### src/design/qtpm_pkg.sv
// ----------------------------------------------------------------------------
// Quadrant tile mapper package
// Shared widths, register indexes, state codes and the command and status
// structures between the controller and the datapath.
// ----------------------------------------------------------------------------
package qtpm_pkg;

  localparam int CoordW    = 13;
  localparam int ChanW     = 3;
  localparam int IdxW      = 3;
  localparam int DataW     = 13;
  localparam int PktW      = 9;
  localparam int SrcW      = 26;
  localparam int LedW      = 8;
  localparam int PosW      = 4;
  localparam int MulBW     = 13;
  localparam int XyW       = 18;
  localparam int RcpW      = 17;
  localparam int ScaleSh   = 17;
  localparam int PktHeader = 21;

  typedef enum logic [IdxW-1:0] {
    REG_VIDEO_X         = 3'd0,
    REG_VIDEO_Y         = 3'd1,
    REG_VIDEO_W         = 3'd2,
    REG_VIDEO_H         = 3'd3,
    REG_SOURCE_WIDTH    = 3'd4,
    REG_SOURCE_HEIGHT   = 3'd5,
    REG_SOURCE_CHANNELS = 3'd6,
    REG_ROTATION        = 3'd7
  } reg_idx_t;

  typedef enum logic [1:0] {
    ROT_0   = 2'd0,
    ROT_90  = 2'd1,
    ROT_180 = 2'd2,
    ROT_270 = 2'd3
  } rot_t;

  typedef enum logic [1:0] {
    QUAD_UL = 2'd0,
    QUAD_LL = 2'd1,
    QUAD_LR = 2'd2,
    QUAD_UR = 2'd3
  } quad_t;

  typedef enum logic [3:0] {
    S_IDLE,
    S_DLOAD,
    S_DSTORE,
    S_MX,
    S_MY,
    S_FORMY,
    S_MW,
    S_MC
  } state_t;

  typedef struct packed {
    logic cfg_we;
    logic accept;
    logic div_load;
    logic div_store;
    logic div_sel_y;
    logic mul_x;
    logic mul_y;
    logic form_y;
    logic mul_w;
    logic mul_c;
    logic out_load;
  } cmd_t;

  typedef struct packed {
    logic out_free;
  } sts_t;

endpackage

### src/design/qtpm_req_if.sv
// ----------------------------------------------------------------------------
// Request channel
// Carries one scan request: restart the scan or advance to the next LED.
// ----------------------------------------------------------------------------
interface qtpm_req_if;
  logic valid;
  logic ready;
  logic restart;

  modport source (output valid, output restart, input ready);
  modport sink (input valid, input restart, output ready);
endinterface

### src/design/qtpm_rsp_if.sv
// ----------------------------------------------------------------------------
// Result channel
// Carries the packet offset, source address and flags of one LED.
// ----------------------------------------------------------------------------
interface qtpm_rsp_if;
  import qtpm_pkg::*;
  logic            valid;
  logic            ready;
  logic [PktW-1:0] packet_offset;
  logic [SrcW-1:0] source_offset;
  logic            in_range;
  logic            last;

  modport source (output valid, output packet_offset, output source_offset,
                  output in_range, output last, input ready);
  modport sink (input valid, input packet_offset, input source_offset,
                input in_range, input last, output ready);
endinterface

### src/design/qtpm_cfg_if.sv
// ----------------------------------------------------------------------------
// Configuration channel
// Carries one register write: register index and write data.
// ----------------------------------------------------------------------------
interface qtpm_cfg_if;
  import qtpm_pkg::*;
  logic             valid;
  logic             ready;
  logic [IdxW-1:0]  idx;
  logic [DataW-1:0] data;

  modport source (output valid, output idx, output data, input ready);
  modport sink (input valid, input idx, input data, output ready);
endinterface

### src/design/qtpm_ctrl.sv
// ----------------------------------------------------------------------------
// Quadrant tile mapper controller
// Sequences register writes, the scale division and the multiply steps of
// each LED, and issues commands to the datapath.
// ----------------------------------------------------------------------------
module qtpm_ctrl (
  input  logic                     clk,
  input  logic                     rst,
  input  logic                     req_valid,
  output logic                     req_ready,
  input  logic                     cfg_valid,
  output logic                     cfg_ready,
  input  logic [qtpm_pkg::IdxW-1:0] cfg_idx,
  input  qtpm_pkg::sts_t           sts,
  output qtpm_pkg::cmd_t           cmd
);
  import qtpm_pkg::*;

  state_t   state;
  state_t   state_next;
  logic     sel_y;
  logic     sel_y_next;
  reg_idx_t widx;

  assign widx = reg_idx_t'(cfg_idx);

  always_ff @(posedge clk) begin
    if (rst) begin
      state <= S_IDLE;
      sel_y <= 1'b0;
    end else begin
      state <= state_next;
      sel_y <= sel_y_next;
    end
  end

  always_comb begin
    state_next    = state;
    sel_y_next    = sel_y;
    cmd           = '0;
    cmd.div_sel_y = sel_y;
    req_ready     = 1'b0;
    cfg_ready     = 1'b0;
    unique case (state)
      S_IDLE: begin
        cfg_ready = 1'b1;
        req_ready = !cfg_valid;
        if (cfg_valid) begin
          cmd.cfg_we = 1'b1;
          if (widx == REG_VIDEO_W || widx == REG_VIDEO_H) begin
            sel_y_next = (widx == REG_VIDEO_H);
            state_next = S_DLOAD;
          end
        end else if (req_valid) begin
          cmd.accept = 1'b1;
          state_next = S_MX;
        end
      end
      S_DLOAD: begin
        cmd.div_load = 1'b1;
        state_next   = S_DSTORE;
      end
      S_DSTORE: begin
        cmd.div_store = 1'b1;
        state_next    = S_IDLE;
      end
      S_MX: begin
        cmd.mul_x  = 1'b1;
        state_next = S_MY;
      end
      S_MY: begin
        cmd.mul_y  = 1'b1;
        state_next = S_FORMY;
      end
      S_FORMY: begin
        cmd.form_y = 1'b1;
        state_next = S_MW;
      end
      S_MW: begin
        cmd.mul_w  = 1'b1;
        state_next = S_MC;
      end
      S_MC: begin
        cmd.mul_c = 1'b1;
        if (sts.out_free) begin
          cmd.out_load = 1'b1;
          state_next   = S_IDLE;
        end
      end
      default: begin
        state_next = S_IDLE;
      end
    endcase
  end

endmodule

### src/design/qtpm_datapath.sv
// ----------------------------------------------------------------------------
// Quadrant tile mapper datapath
// Holds the registers, the scan position, the reciprocal scale divider, the
// shared multiplier and the result register.
// ----------------------------------------------------------------------------
module qtpm_datapath #(
  parameter int TILE_W = 12,
  parameter int TILE_H = 12
) (
  input  logic                      clk,
  input  logic                      rst,
  input  logic                      restart,
  input  logic [qtpm_pkg::IdxW-1:0]  cfg_idx,
  input  logic [qtpm_pkg::DataW-1:0] cfg_data,
  input  logic                      out_ready,
  input  qtpm_pkg::cmd_t            cmd,
  output qtpm_pkg::sts_t            sts,
  output logic                      out_valid,
  output logic [qtpm_pkg::PktW-1:0]  packet_offset,
  output logic [qtpm_pkg::SrcW-1:0]  source_offset,
  output logic                      in_range,
  output logic                      last
);
  import qtpm_pkg::*;

  localparam int HalfW   = TILE_W / 2;
  localparam int HalfH   = TILE_H / 2;
  localparam int XScaleR = 12 / TILE_W;
  localparam int YScaleR = 12 / TILE_H;

  localparam logic [RcpW-1:0] XRecip = RcpW'((2 ** ScaleSh + TILE_W - 1) / TILE_W);
  localparam logic [RcpW-1:0] YRecip = RcpW'((2 ** ScaleSh + TILE_H - 1) / TILE_H);

  localparam logic [PosW-1:0] ColStart = PosW'(HalfW - 1);
  localparam logic [PosW-1:0] ColRight = PosW'(TILE_W - 1);
  localparam logic [PosW-1:0] ColSplit = PosW'(HalfW);
  localparam logic [PosW-1:0] RowHalf  = PosW'(HalfH);
  localparam logic [PosW-1:0] RowLow   = PosW'(TILE_H - HalfH);
  localparam logic [PosW-1:0] RowLastU = PosW'(HalfH - 1);
  localparam logic [PosW-1:0] RowLastL = PosW'(TILE_H - 1);
  localparam logic [PosW-1:0] WMax     = PosW'(TILE_W - 1);
  localparam logic [PosW-1:0] HMax     = PosW'(TILE_H - 1);

  logic [CoordW-1:0] video_x;
  logic [CoordW-1:0] video_y;
  logic [CoordW-1:0] video_w;
  logic [CoordW-1:0] video_h;
  logic [CoordW-1:0] source_width;
  logic [CoordW-1:0] source_height;
  logic [ChanW-1:0]  source_channels;
  rot_t              rotation;
  logic [CoordW-1:0] x_scale;
  logic [CoordW-1:0] y_scale;

  quad_t             quadrant;
  logic [PosW-1:0]   column;
  logic [PosW-1:0]   row;
  logic [LedW-1:0]   led_count;

  quad_t             p_q;
  logic [PosW-1:0]   p_c;
  logic [PosW-1:0]   p_r;
  logic [LedW-1:0]   p_n;
  quad_t             n_q;
  logic [PosW-1:0]   n_c;
  logic [PosW-1:0]   n_r;
  logic              wrap;
  logic              lower;
  logic [PosW-1:0]   row_last;
  logic [PosW-1:0]   col_end;

  logic [PosW-1:0]   cur_c;
  logic [PosW-1:0]   cur_r;
  logic [LedW-1:0]   cur_n;
  logic              cur_last;

  logic [PosW-1:0]   fx;
  logic [PosW-1:0]   fy;
  logic              fx_y;
  logic              fy_y;

  logic [SrcW-1:0]       mul_a;
  logic [MulBW-1:0]      mul_b;
  logic [SrcW+MulBW-1:0] mul_full;
  logic [SrcW-1:0]       mul_p;
  logic [SrcW-1:0]       prod;
  logic [XyW-1:0]        xx;
  logic [XyW-1:0]        yy;
  logic [XyW-1:0]        yy_c;
  logic                  ok;
  logic                  ok_c;

  logic [CoordW-1:0]      div_in;
  logic [RcpW-1:0]        recip;
  logic [CoordW+RcpW-1:0] scale_full;
  logic [CoordW-1:0]      scale_q;

  // Register file.
  always_ff @(posedge clk) begin
    if (rst) begin
      video_x         <= '0;
      video_y         <= '0;
      video_w         <= CoordW'(12);
      video_h         <= CoordW'(12);
      source_width    <= CoordW'(1);
      source_height   <= CoordW'(1);
      source_channels <= ChanW'(3);
      rotation        <= ROT_0;
    end else if (cmd.cfg_we) begin
      unique case (reg_idx_t'(cfg_idx))
        REG_VIDEO_X:         video_x         <= cfg_data;
        REG_VIDEO_Y:         video_y         <= cfg_data;
        REG_VIDEO_W:         video_w         <= cfg_data;
        REG_VIDEO_H:         video_h         <= cfg_data;
        REG_SOURCE_WIDTH:    source_width    <= cfg_data;
        REG_SOURCE_HEIGHT:   source_height   <= cfg_data;
        REG_SOURCE_CHANNELS: source_channels <= cfg_data[ChanW-1:0];
        REG_ROTATION:        rotation        <= rot_t'(cfg_data[1:0]);
        default: ;
      endcase
    end
  end

  // Scale divider: multiplication by the rounded-up reciprocal of the tile
  // size, exact for every 13-bit video size.
  assign div_in     = cmd.div_sel_y ? video_h : video_w;
  assign recip      = cmd.div_sel_y ? YRecip : XRecip;
  assign scale_full = div_in * recip;

  always_ff @(posedge clk) begin
    if (cmd.div_load) begin
      scale_q <= scale_full[ScaleSh +: CoordW];
    end
  end

  always_ff @(posedge clk) begin
    if (rst) begin
      x_scale <= CoordW'(XScaleR);
      y_scale <= CoordW'(YScaleR);
    end else if (cmd.div_store) begin
      if (cmd.div_sel_y) begin
        y_scale <= scale_q;
      end else begin
        x_scale <= scale_q;
      end
    end
  end

  // Scan position and its successor in wiring order.
  always_comb begin
    if (restart) begin
      p_q = QUAD_UL;
      p_c = ColStart;
      p_r = '0;
      p_n = '0;
    end else begin
      p_q = quadrant;
      p_c = column;
      p_r = row;
      p_n = led_count;
    end
    lower    = (p_q == QUAD_LL) || (p_q == QUAD_LR);
    row_last = lower ? RowLastL : RowLastU;
    col_end  = (p_q == QUAD_LR || p_q == QUAD_UR) ? ColSplit : '0;
    n_q      = p_q;
    n_c      = p_c;
    n_r      = p_r + PosW'(1);
    wrap     = 1'b0;
    if (p_r == row_last) begin
      n_r = lower ? RowLow : '0;
      n_c = p_c - PosW'(1);
      if (p_c == col_end) begin
        unique case (p_q)
          QUAD_UL: begin
            n_q = QUAD_LL;
            n_c = ColStart;
            n_r = RowHalf;
          end
          QUAD_LL: begin
            n_q = QUAD_LR;
            n_c = ColRight;
            n_r = RowHalf;
          end
          QUAD_LR: begin
            n_q = QUAD_UR;
            n_c = ColRight;
            n_r = '0;
          end
          QUAD_UR: begin
            n_q  = QUAD_UL;
            n_c  = ColStart;
            n_r  = '0;
            wrap = 1'b1;
          end
          default: ;
        endcase
      end
    end
  end

  always_ff @(posedge clk) begin
    if (rst) begin
      quadrant  <= QUAD_UL;
      column    <= ColStart;
      row       <= '0;
      led_count <= '0;
    end else if (cmd.accept) begin
      quadrant  <= n_q;
      column    <= n_c;
      row       <= n_r;
      led_count <= wrap ? '0 : p_n + LedW'(1);
    end
  end

  always_ff @(posedge clk) begin
    if (cmd.accept) begin
      cur_c    <= p_c;
      cur_r    <= p_r;
      cur_n    <= p_n;
      cur_last <= wrap;
    end
  end

  // Per-axis factors after rotation.
  always_comb begin
    unique case (rotation)
      ROT_0: begin
        fx = cur_c;           fx_y = 1'b0;
        fy = HMax - cur_r;    fy_y = 1'b1;
      end
      ROT_90: begin
        fx = HMax - cur_r;    fx_y = 1'b1;
        fy = cur_c;           fy_y = 1'b0;
      end
      ROT_180: begin
        fx = WMax - cur_c;    fx_y = 1'b0;
        fy = cur_r;           fy_y = 1'b1;
      end
      ROT_270: begin
        fx = cur_r;           fx_y = 1'b1;
        fy = WMax - cur_c;    fy_y = 1'b0;
      end
      default: begin
        fx = cur_c;           fx_y = 1'b0;
        fy = HMax - cur_r;    fy_y = 1'b1;
      end
    endcase
  end

  // Shared multiplier.
  always_comb begin
    mul_a = '0;
    mul_b = '0;
    if (cmd.mul_x) begin
      mul_a = SrcW'(fx);
      mul_b = fx_y ? y_scale : x_scale;
    end else if (cmd.mul_y) begin
      mul_a = SrcW'(fy);
      mul_b = fy_y ? y_scale : x_scale;
    end else if (cmd.mul_w) begin
      mul_a = SrcW'(yy[CoordW-1:0]);
      mul_b = source_width;
    end else if (cmd.mul_c) begin
      mul_a = SrcW'(xx[CoordW-1:0]) + prod;
      mul_b = MulBW'(source_channels);
    end
  end

  assign mul_full = mul_a * mul_b;
  assign mul_p    = mul_full[SrcW-1:0];

  assign yy_c = {{(XyW-CoordW){video_y[CoordW-1]}}, video_y} + XyW'(prod[XyW-2:0]);
  assign ok_c = !xx[XyW-1] && (xx[XyW-2:0] < (XyW-1)'(source_width)) &&
                !yy_c[XyW-1] && (yy_c[XyW-2:0] < (XyW-1)'(source_height));

  always_ff @(posedge clk) begin
    if (cmd.mul_x || cmd.mul_y || cmd.mul_w) begin
      prod <= mul_p;
    end
    if (cmd.mul_y) begin
      xx <= {{(XyW-CoordW){video_x[CoordW-1]}}, video_x} + XyW'(prod[XyW-2:0]);
    end
    if (cmd.form_y) begin
      yy <= yy_c;
      ok <= ok_c;
    end
  end

  // Result register.
  always_ff @(posedge clk) begin
    if (rst) begin
      out_valid <= 1'b0;
    end else if (cmd.out_load) begin
      out_valid <= 1'b1;
    end else if (out_ready) begin
      out_valid <= 1'b0;
    end
  end

  always_ff @(posedge clk) begin
    if (cmd.out_load) begin
      packet_offset <= PktW'(PktHeader) + PktW'({cur_n, 1'b0}) + PktW'(cur_n);
      source_offset <= ok ? mul_p : '0;
      in_range      <= ok;
      last          <= cur_last;
    end
  end

  assign sts.out_free = !out_valid || out_ready;

endmodule

### src/design/quadrant_tile_pixel_mapper_rotated.sv
// ----------------------------------------------------------------------------
// Quadrant tile pixel mapper, rotatable
// Walks the LEDs of a four-quadrant tile and gives each LED's packet offset
// and the byte address of its sampled source pixel.
// ----------------------------------------------------------------------------
// A request's result is registered after its multiply steps, once the result
// register is free; no new request is taken until then. The shared multiplier
// is used four times per LED (two scale products, row stride, pixel size).
// A write to video_w or video_h keeps the block busy while the scale is
// formed by multiplying with the reciprocal of the tile size.
// Reset: synchronous; registers take their reset values and the scan restarts.
module quadrant_tile_pixel_mapper_rotated #(
  parameter int TILE_W = 12,
  parameter int TILE_H = 12
) (
  input logic        clk,
  input logic        rst,
  qtpm_req_if.sink   req,
  qtpm_rsp_if.source rsp,
  qtpm_cfg_if.sink   cfg
);
  import qtpm_pkg::*;

  cmd_t cmd;
  sts_t sts;

  qtpm_ctrl u_ctrl (
    .clk       (clk),
    .rst       (rst),
    .req_valid (req.valid),
    .req_ready (req.ready),
    .cfg_valid (cfg.valid),
    .cfg_ready (cfg.ready),
    .cfg_idx   (cfg.idx),
    .sts       (sts),
    .cmd       (cmd)
  );

  qtpm_datapath #(
    .TILE_W (TILE_W),
    .TILE_H (TILE_H)
  ) u_datapath (
    .clk           (clk),
    .rst           (rst),
    .restart       (req.restart),
    .cfg_idx       (cfg.idx),
    .cfg_data      (cfg.data),
    .out_ready     (rsp.ready),
    .cmd           (cmd),
    .sts           (sts),
    .out_valid     (rsp.valid),
    .packet_offset (rsp.packet_offset),
    .source_offset (rsp.source_offset),
    .in_range      (rsp.in_range),
    .last          (rsp.last)
  );

endmodule

### src/flat_wrapper.sv
// flat-port wrapper written by rule: the top's interface ports become plain ports
module quadrant_tile_pixel_mapper_rotated_flat import qtpm_pkg::*;
#(
  parameter int TILE_W = 12,
  parameter int TILE_H = 12
)
  (clk, rst, req_valid, req_restart, req_ready, rsp_valid, rsp_packet_offset, rsp_source_offset, rsp_in_range, rsp_last, rsp_ready, cfg_valid, cfg_idx, cfg_data, cfg_ready);
  qtpm_req_if req_i ();
  qtpm_rsp_if rsp_i ();
  qtpm_cfg_if cfg_i ();
  input logic clk;
  input logic rst;
  input wire logic [$bits(req_i.valid)-1:0] req_valid;
  input wire logic [$bits(req_i.restart)-1:0] req_restart;
  output wire logic [$bits(req_i.ready)-1:0] req_ready;
  output wire logic [$bits(rsp_i.valid)-1:0] rsp_valid;
  output wire logic [$bits(rsp_i.packet_offset)-1:0] rsp_packet_offset;
  output wire logic [$bits(rsp_i.source_offset)-1:0] rsp_source_offset;
  output wire logic [$bits(rsp_i.in_range)-1:0] rsp_in_range;
  output wire logic [$bits(rsp_i.last)-1:0] rsp_last;
  input wire logic [$bits(rsp_i.ready)-1:0] rsp_ready;
  input wire logic [$bits(cfg_i.valid)-1:0] cfg_valid;
  input wire logic [$bits(cfg_i.idx)-1:0] cfg_idx;
  input wire logic [$bits(cfg_i.data)-1:0] cfg_data;
  output wire logic [$bits(cfg_i.ready)-1:0] cfg_ready;
  assign req_i.valid = req_valid;
  assign req_i.restart = req_restart;
  assign req_ready = req_i.ready;
  assign rsp_valid = rsp_i.valid;
  assign rsp_packet_offset = rsp_i.packet_offset;
  assign rsp_source_offset = rsp_i.source_offset;
  assign rsp_in_range = rsp_i.in_range;
  assign rsp_last = rsp_i.last;
  assign rsp_i.ready = rsp_ready;
  assign cfg_i.valid = cfg_valid;
  assign cfg_i.idx = cfg_idx;
  assign cfg_i.data = cfg_data;
  assign cfg_ready = cfg_i.ready;
  quadrant_tile_pixel_mapper_rotated #(.TILE_W(TILE_W), .TILE_H(TILE_H)) u_core (.clk(clk), .rst(rst), .req(req_i), .rsp(rsp_i), .cfg(cfg_i));
endmodule
### config.mk
export PLATFORM = sky130hd
export DESIGN_NAME = quadrant_tile_pixel_mapper_rotated_flat
export DESIGN_NICKNAME = d
export VERILOG_FILES = /design/src/design/qtpm_pkg.sv /design/src/design/qtpm_req_if.sv /design/src/design/qtpm_rsp_if.sv /design/src/design/qtpm_cfg_if.sv /design/src/design/qtpm_ctrl.sv /design/src/design/qtpm_datapath.sv /design/src/design/quadrant_tile_pixel_mapper_rotated.sv /design/src/flat_wrapper.sv
export SDC_FILE = /design/constraint.sdc
export NUM_CORES = 1
export LEC_CHECK = 0
export BUFFER_PORTS_ARGS = -buffer_cell sky130_fd_sc_hd__buf_4
export CAP_MARGIN = 20
export CORE_MARGIN = 3
export CORE_UTILIZATION = 60
export DETAILED_ROUTE_END_ITERATION = 10
export PLACE_DENSITY = 0.87
export SLEW_MARGIN = 0
export SYNTH_ARGS = -nofsm -noshare
export SYNTH_HDL_FRONTEND = slang
export SYNTH_SLANG_ARGS = --single-unit
### constraint.sdc
create_clock -name clk -period 8.85 [get_ports clk]
set_input_delay 0 -clock clk [delete_from_list [all_inputs] [get_ports clk]]
set_output_delay 0 -clock clk [all_outputs]
set_load 0.03 [all_outputs]
== Word level (Yosys, flattened, before mapping) ==
Index checks and enable logic that the tools add are counted.
Cells by class
  add/sub/neg operators: 10
  multiply operators: 2
  order comparisons: 2
  eq/ne operators: 25
  multiplexer cells: 56
  bitwise operators: 1
  reduce and logical (&&, ||, !) cells: 36
Operator list (count)
  two-way mux 26 bit: 4
  two-way mux 13 bit: 6
  two-way mux 4 bit: 11
  adder 18 x 17 -> 18 bit: 2
  less-than comparator 17 x 13 -> 1 bit: 2
  one-hot mux 4 bit (4 select lines): 2
  one-hot mux 4 bit (7 select lines): 1
  multiplier 13 x 14 -> 27 bit (second input constant): 1
  adder 13 x 26 -> 26 bit: 1
  multiplier 26 x 13 -> 26 bit: 1
  AND reduction 2 bit: 10
  two-way mux 1 bit: 17
  equality test 4 x 3 -> 1 bit (second input constant): 4
  two-way mux 8 bit: 2
  one-hot mux 4 bit (2 select lines): 2
  equality test 3 bit (second input constant): 4
  OR reduction 2 bit: 6
  two-way mux 2 bit: 5
  adder 5 x 9 -> 9 bit (first input constant): 1
  adder 9 x 8 -> 9 bit: 1
  two-way mux 3 bit: 3
  adder 8 x 1 -> 8 bit (second input constant): 1
  equality test 2 bit (second input constant): 4
  equality test 4 x 2 -> 1 bit (second input constant): 2
  22 further kinds: 39
Storage, ports and cells
  flip-flop bits (word level): 258
  input port bits: 22
  output and inout bits: 40
  word-level logic and storage cells: 162

== Longest topological paths before layout ==
  depth after elaboration: 9
  depth in mapped cells: 30
  mapped depth without buffers: 30

== Cells and area by module ==
Synthesis repeated with hierarchy kept, for this count alone.
Unflattened totals
  cells, all modules: 2458
  area, all modules: 22587.9 µm²
Modules (own cells, without submodules)
  qtpm_datapath: instances 1, cells an instance 2419, area each 22285.1 µm², sequential area each 6105.9 µm²
  qtpm_ctrl: instances 1, cells an instance 39, area each 302.8 µm², sequential area each 80.1 µm²

== Least setup slack after synthesis ==
OpenSTA, ideal clock, no wires.
  path type: flip-flop to flip-flop
  from: reg u_core.u_datapath.prod[0]
  to: reg u_core.u_datapath.prod[25] (data pin)
  library setup time: 259 ps
  arrival: 7124 ps
  required time: 8591 ps
  path slack: 1467 ps
  stages on the path, launching flop included: 29
  buffers on the path: 0
  clock period less this slack: 7383 ps
  cell sequence: edfxtp_1 -> ha_1 -> fa_1 -> a21o_1 -> a41oi_1 -> nand2_1 -> a21o_1 -> a21oi_1 -> xnor2_1 -> a22oi_1 -> nor2_1 -> fa_1 -> inv_1 -> fa_1 -> inv_1 -> fa_1 -> fa_1 -> inv_1 -> fa_1 -> inv_1 -> ha_1 -> or3_1 -> a311oi_1 -> o311ai_1 -> a31oi_1 -> o21bai_1 -> a211o_1 -> a22oi_2 -> nor2b_1
On the way
  longest elaborated chain between the ends: 6
Ends and longest elaborated chain
  from (decl): RTL line qtpm_datapath.sv:86  | logic [SrcW-1:0] prod;
  from (signal assigned): RTL line qtpm_datapath.sv:278  | prod <= mul_p;
  adder 13 x 26 -> 26 bit: RTL line qtpm_datapath.sv:264  | mul_a = SrcW'(xx[CoordW-1:0]) + prod;
  two-way mux 26 bit: RTL line qtpm_datapath.sv:263  | end else if (cmd.mul_c) begin
  two-way mux 26 bit: RTL line qtpm_datapath.sv:260  | end else if (cmd.mul_w) begin
  two-way mux 26 bit: RTL line qtpm_datapath.sv:257  | end else if (cmd.mul_y) begin
  two-way mux 26 bit: RTL line qtpm_datapath.sv:254  | if (cmd.mul_x) begin
  multiplier 26 x 13 -> 26 bit: RTL line qtpm_datapath.sv:269  | assign mul_full = mul_a * mul_b;
  named net u_core.u_datapath.mul_full[25]: RTL line qtpm_datapath.sv:84  | logic [SrcW+MulBW-1:0] mul_full;
The timed path passes the listed nets, and every way through them passes these cells.
A chain may end at the register's enable or synchronous reset.

== Final worst setup path ==
  from: reg u_core.u_ctrl.state[2]
  to: reg u_core.u_datapath.prod[25] (data pin)
On the way
  longest elaborated chain between the ends: 7
  elaborated cells on any way between the ends: 17
  those cells by class: mul (1); eq/ne (4); mux (12)
Ends and longest elaborated chain
  from (decl): RTL line qtpm_ctrl.sv:19  | state_t state;
  from (signal assigned): RTL line qtpm_ctrl.sv:32  | state <= state_next;
  equality test 4 x 3 -> 1 bit: RTL line qtpm_ctrl.sv:44  | unique case (state)
  two-way mux 2 bit: RTL line qtpm_ctrl.sv:44
  two-way mux 26 bit or two-way mux 3 bit (tied branches): RTL line qtpm_datapath.sv:263
  two-way mux 26 bit or two-way mux 13 bit (tied branches): RTL line qtpm_datapath.sv:260
  two-way mux 26 bit or two-way mux 13 bit (tied branches): RTL line qtpm_datapath.sv:257
  two-way mux 26 bit or two-way mux 13 bit (tied branches): RTL line qtpm_datapath.sv:254
  multiplier 26 x 13 -> 26 bit *: RTL line qtpm_datapath.sv:269
  named net u_core.u_datapath.mul_full[25]: RTL line qtpm_datapath.sv:84
Mark *: on every way through the listed nets, which the timed path passes. The rest lies on a longest branch.

==> results.json <==
{
  "hold_class": "in2reg",
  "synth_top_area_frac": 0.214,
  "antenna_found_initial": 1,
  "synthCells": 2401,
  "synth_compound_area_frac": 0.0955,
  "drtIter0Drc": 1539,
  "cts.htree.levels": 1,
  "finalCritPeriodShare": 0.948,
  "crit_fanout": 16,
  "clock_path_buffers": 3,
  "ir_drop_mv": 0.166,
  "arrival_ps": 8700,
  "die_x_microns": 200,
  "synth.area.top_cells": "fa_1 21%, edfxtp_1 16%, ha_1 12%",
  "setup_viol": 0,
  "synth-xor-area-share": 0.0369,
  "std_cell_rows": 70,
  "initial_utilization": 0.613,
  "grt_pass1_wl_microns": 92500,
  "area_delta_synth_final_pct": 10.3,
  "drc": 0,
  "final_area_sq_mm": 0.0249,
  "start_kind": "flop",
  "yosysWarnings": 0,
  "grt_use_total": 0.295,
  "syn_avg_cell_area_sq_um": 9.38,
  "via_count": 17500,
  "layout_commonest_cell": "inv_1",
  "worst_slew_pin_slew_ps": 990,
  "ys_ff_latch": 248,
  "pin_count": 62,
  "utilization": 0.676,
  "cp-end-kind": "flop",
  "clk_latency_ps": 570,
  "place_area_sq_mm": 0.0236,
  "slew_headroom": 0.334,
  "finalHoldViolations": 0,
  "fmax_mhz": 119,
  "crit_required_ps": 9160,
  "synth_top_area_cell": "fa_1",
  "drv_slew": 0,
  "p_leak_nw": 11.3,
  "reg2reg_slack_ps": 460,
  "synth_flop_cell": "dfxtp_1",
  "synth_top_family_by_area": "adder cells",
  "skew_ps": 23.3,
  "nets": 2976,
  "synthSimpleGateAreaFrac": 0.155,
  "numCtsBuffers": 28,
  "drt_pre_antenna_iters": 5,
  "async_reset_ff_frac": 0,
  "synth-edff-count": 122,
  "finalWeightedCongestion": 0.955,
  "drive_above_1_share": 0.0669,
  "tns_ps": 0,
  "cts.clk_slew.worst_paths_ps": 60,
  "min_period_ps": 8390,
  "multiInputGateArea_sq_mm": 0.0148,
  "status": "finished clean",
  "wl_microns": 57700,
  "grt_overflow_total": 0,
  "core_sq_mm": 0.0368,
  "startpoint": "u_core.u_ctrl.state[2]",
  "clock_sink_count": 248,
  "crit_type": "reg2reg",
  "port_buffers": 61,
  "n_fill_cell": 2729,
  "powerDensity_mw_per_mm2": 141,
  "synth-adder-area-share": 0.330,
  "drv_cap": 0,
  "via_per_inst": 5.83,
  "dpl.hpwl_microns": 44900,
  "synthMuxAreaShare": 0.0316,
  "cts_resized": 0,
  "rsz0062_at_grt": "no",
  "ys_types": 78,
  "ys_seq_area_frac": 0.275,
  "cts-root-buf": "clkbuf_16",
  "grt_max_degree": 91,
  "die_y_microns": 200,
  "min_from": "cfg_idx[2]",
  "r2r-start": "u_core.u_ctrl.state[2]",
  "fp.dieArea_sq_mm": 0.0399,
  "detail-route-antenna-nets": 0,
  "mostFrequentLayoutCells": "377 x inv_1, 281 x nand2_1, 241 x fa_1, 209 x ha_1, 197 x nor2_1",
  "first_global_vias": 17900,
  "syn_area_sq_mm": 0.0225,
  "cts_tree": "built",
  "wire_per_inst_microns": 19.3,
  "ff_latch_area_sq_mm": 0.00619
}
==> final timing paths <==
path	to	cells after the start
worst max-delay path	u_core.u_datapath.prod[25]	23
worst min-delay path	u_core.u_datapath.source_width[2]	6
worst max register to register	u_core.u_datapath.prod[25]	23
worst min register to register	u_core.u_datapath.last	0
==> final cells by class <==
cell class | instances | share of cell area
multi-input combinational | 1745 | 0.597
timing repair buffer | 99 | 0.0329
clock buffer | 44 | 0.0360
antenna | 2 | 0.000201
sequential | 248 | 0.249
tap | 468 | 0.0236
inverter | 382 | 0.0582
clock inverter | 8 | 0.00352
==> Yosys cell counts, types with 36 or more instances <==
master	number
nor2_1	199
nand3_1	46
a21oi_1	130
inv_1	377
clkbuf_1	59
ha_1	209
and2_1	36
edfxtp_1	122
nand2_1	281
mux2i_1	52
xnor2_1	66
fa_1	241
nor2b_1	44
dfxtp_1	126
==> metal layers <==
layer,up-vias,wire length (microns),global-route usage,part of all wire
met5,-,0,0,0
met4,0,2330,0.105,0.040
met3,165,5580,0.0611,0.097
met2,780,26500,0.477,0.46
met1,8456,23200,0.401,0.40
li1,8060,-,-,-
==> flip-flops by register name (all words and copies together) (netlist names), 2 cells and up <==
register,flops
u_core.u_datapath.cur_n,8
u_core.u_datapath.source_width,13
u_core.u_datapath.y_scale,10
u_core.u_datapath.source_channels,3
u_core.u_datapath.column,4
u_core.u_datapath.led_count,8
u_core.u_datapath.cur_r,4
u_core.u_datapath.source_height,13
u_core.u_datapath.row,4
u_core.u_datapath.video_w,13
u_core.u_datapath.xx,18
u_core.u_datapath.packet_offset,9
u_core.u_datapath.video_x,13
u_core.u_datapath.video_y,13
u_core.u_datapath.rotation,2
u_core.u_datapath.source_offset,26
u_core.u_datapath.video_h,13
u_core.u_datapath.cur_c,4
u_core.u_datapath.quadrant,2
u_core.u_datapath.x_scale,10
u_core.u_datapath.yy,13
u_core.u_ctrl.state,3
u_core.u_datapath.prod,26
u_core.u_datapath.scale_q,10
==> cell families (layout without fill, tap and decap cells) <==
family | Yosys count | in the layout
muxes | 67 | 67
DFF | 248 | 248
adders and majority gates | 450 | 450
and+or+nand+nor | 750 | 750
xor gates and xnor gates | 95 | 95
other | 2 | 47
buffers and inverters | 451 | 533
AOI/OAI and AO/OA | 338 | 338
==> worst max-delay path, stage by stage, from the launching register on <==
cell	delay [ps]
dfxtp_1	690
nand2b_1	250
nand2b_1	290
mux2i_1	790
a22oi_1	230
nand2_1	510
nand2_1	160
fa_1	540
fa_1	520
inv_1	40
ha_1	330
fa_1	560
inv_1	60
fa_1	530
inv_1	40
ha_1	220
or3_1	340
a311oi_1	490
o311ai_1	350
a31oi_1	450
o21bai_1	160
a211o_1	300
a22oi_2	200
nor2b_1	70
==> power by group <==
part | total [mW] | internal [mW] | switching, mW
Combinational | 0.962 | 0.406 | 0.556
Clock | 1.24 | 0.730 | 0.505
Sequential | 1.32 | 1.28 | 0.0387
Total | 3.51 | 2.41 | 1.10
==> per-stage QoR <==
stage	worst slack [ps]	power, mW	hold slack (ps)	instances
2_1_floorplan	1470	2.03	112	2444
3_3_place_gp	749	2.22	300	2921
3_5_place_dp	615	2.26	305	2921
4_1_cts	542	3.49	45.1	2992
5_1_grt	2.16	3.67	101	2994
6_report	462	3.51	65.6	2996
==> timing repair <==
action / in CTS / in global routing
endpoints found under the hold margin: 125 / 0
setup buffers: 0 / 0
hold buffers: 19 / 0
No activity file was read; power rests on OpenSTA's default activity.
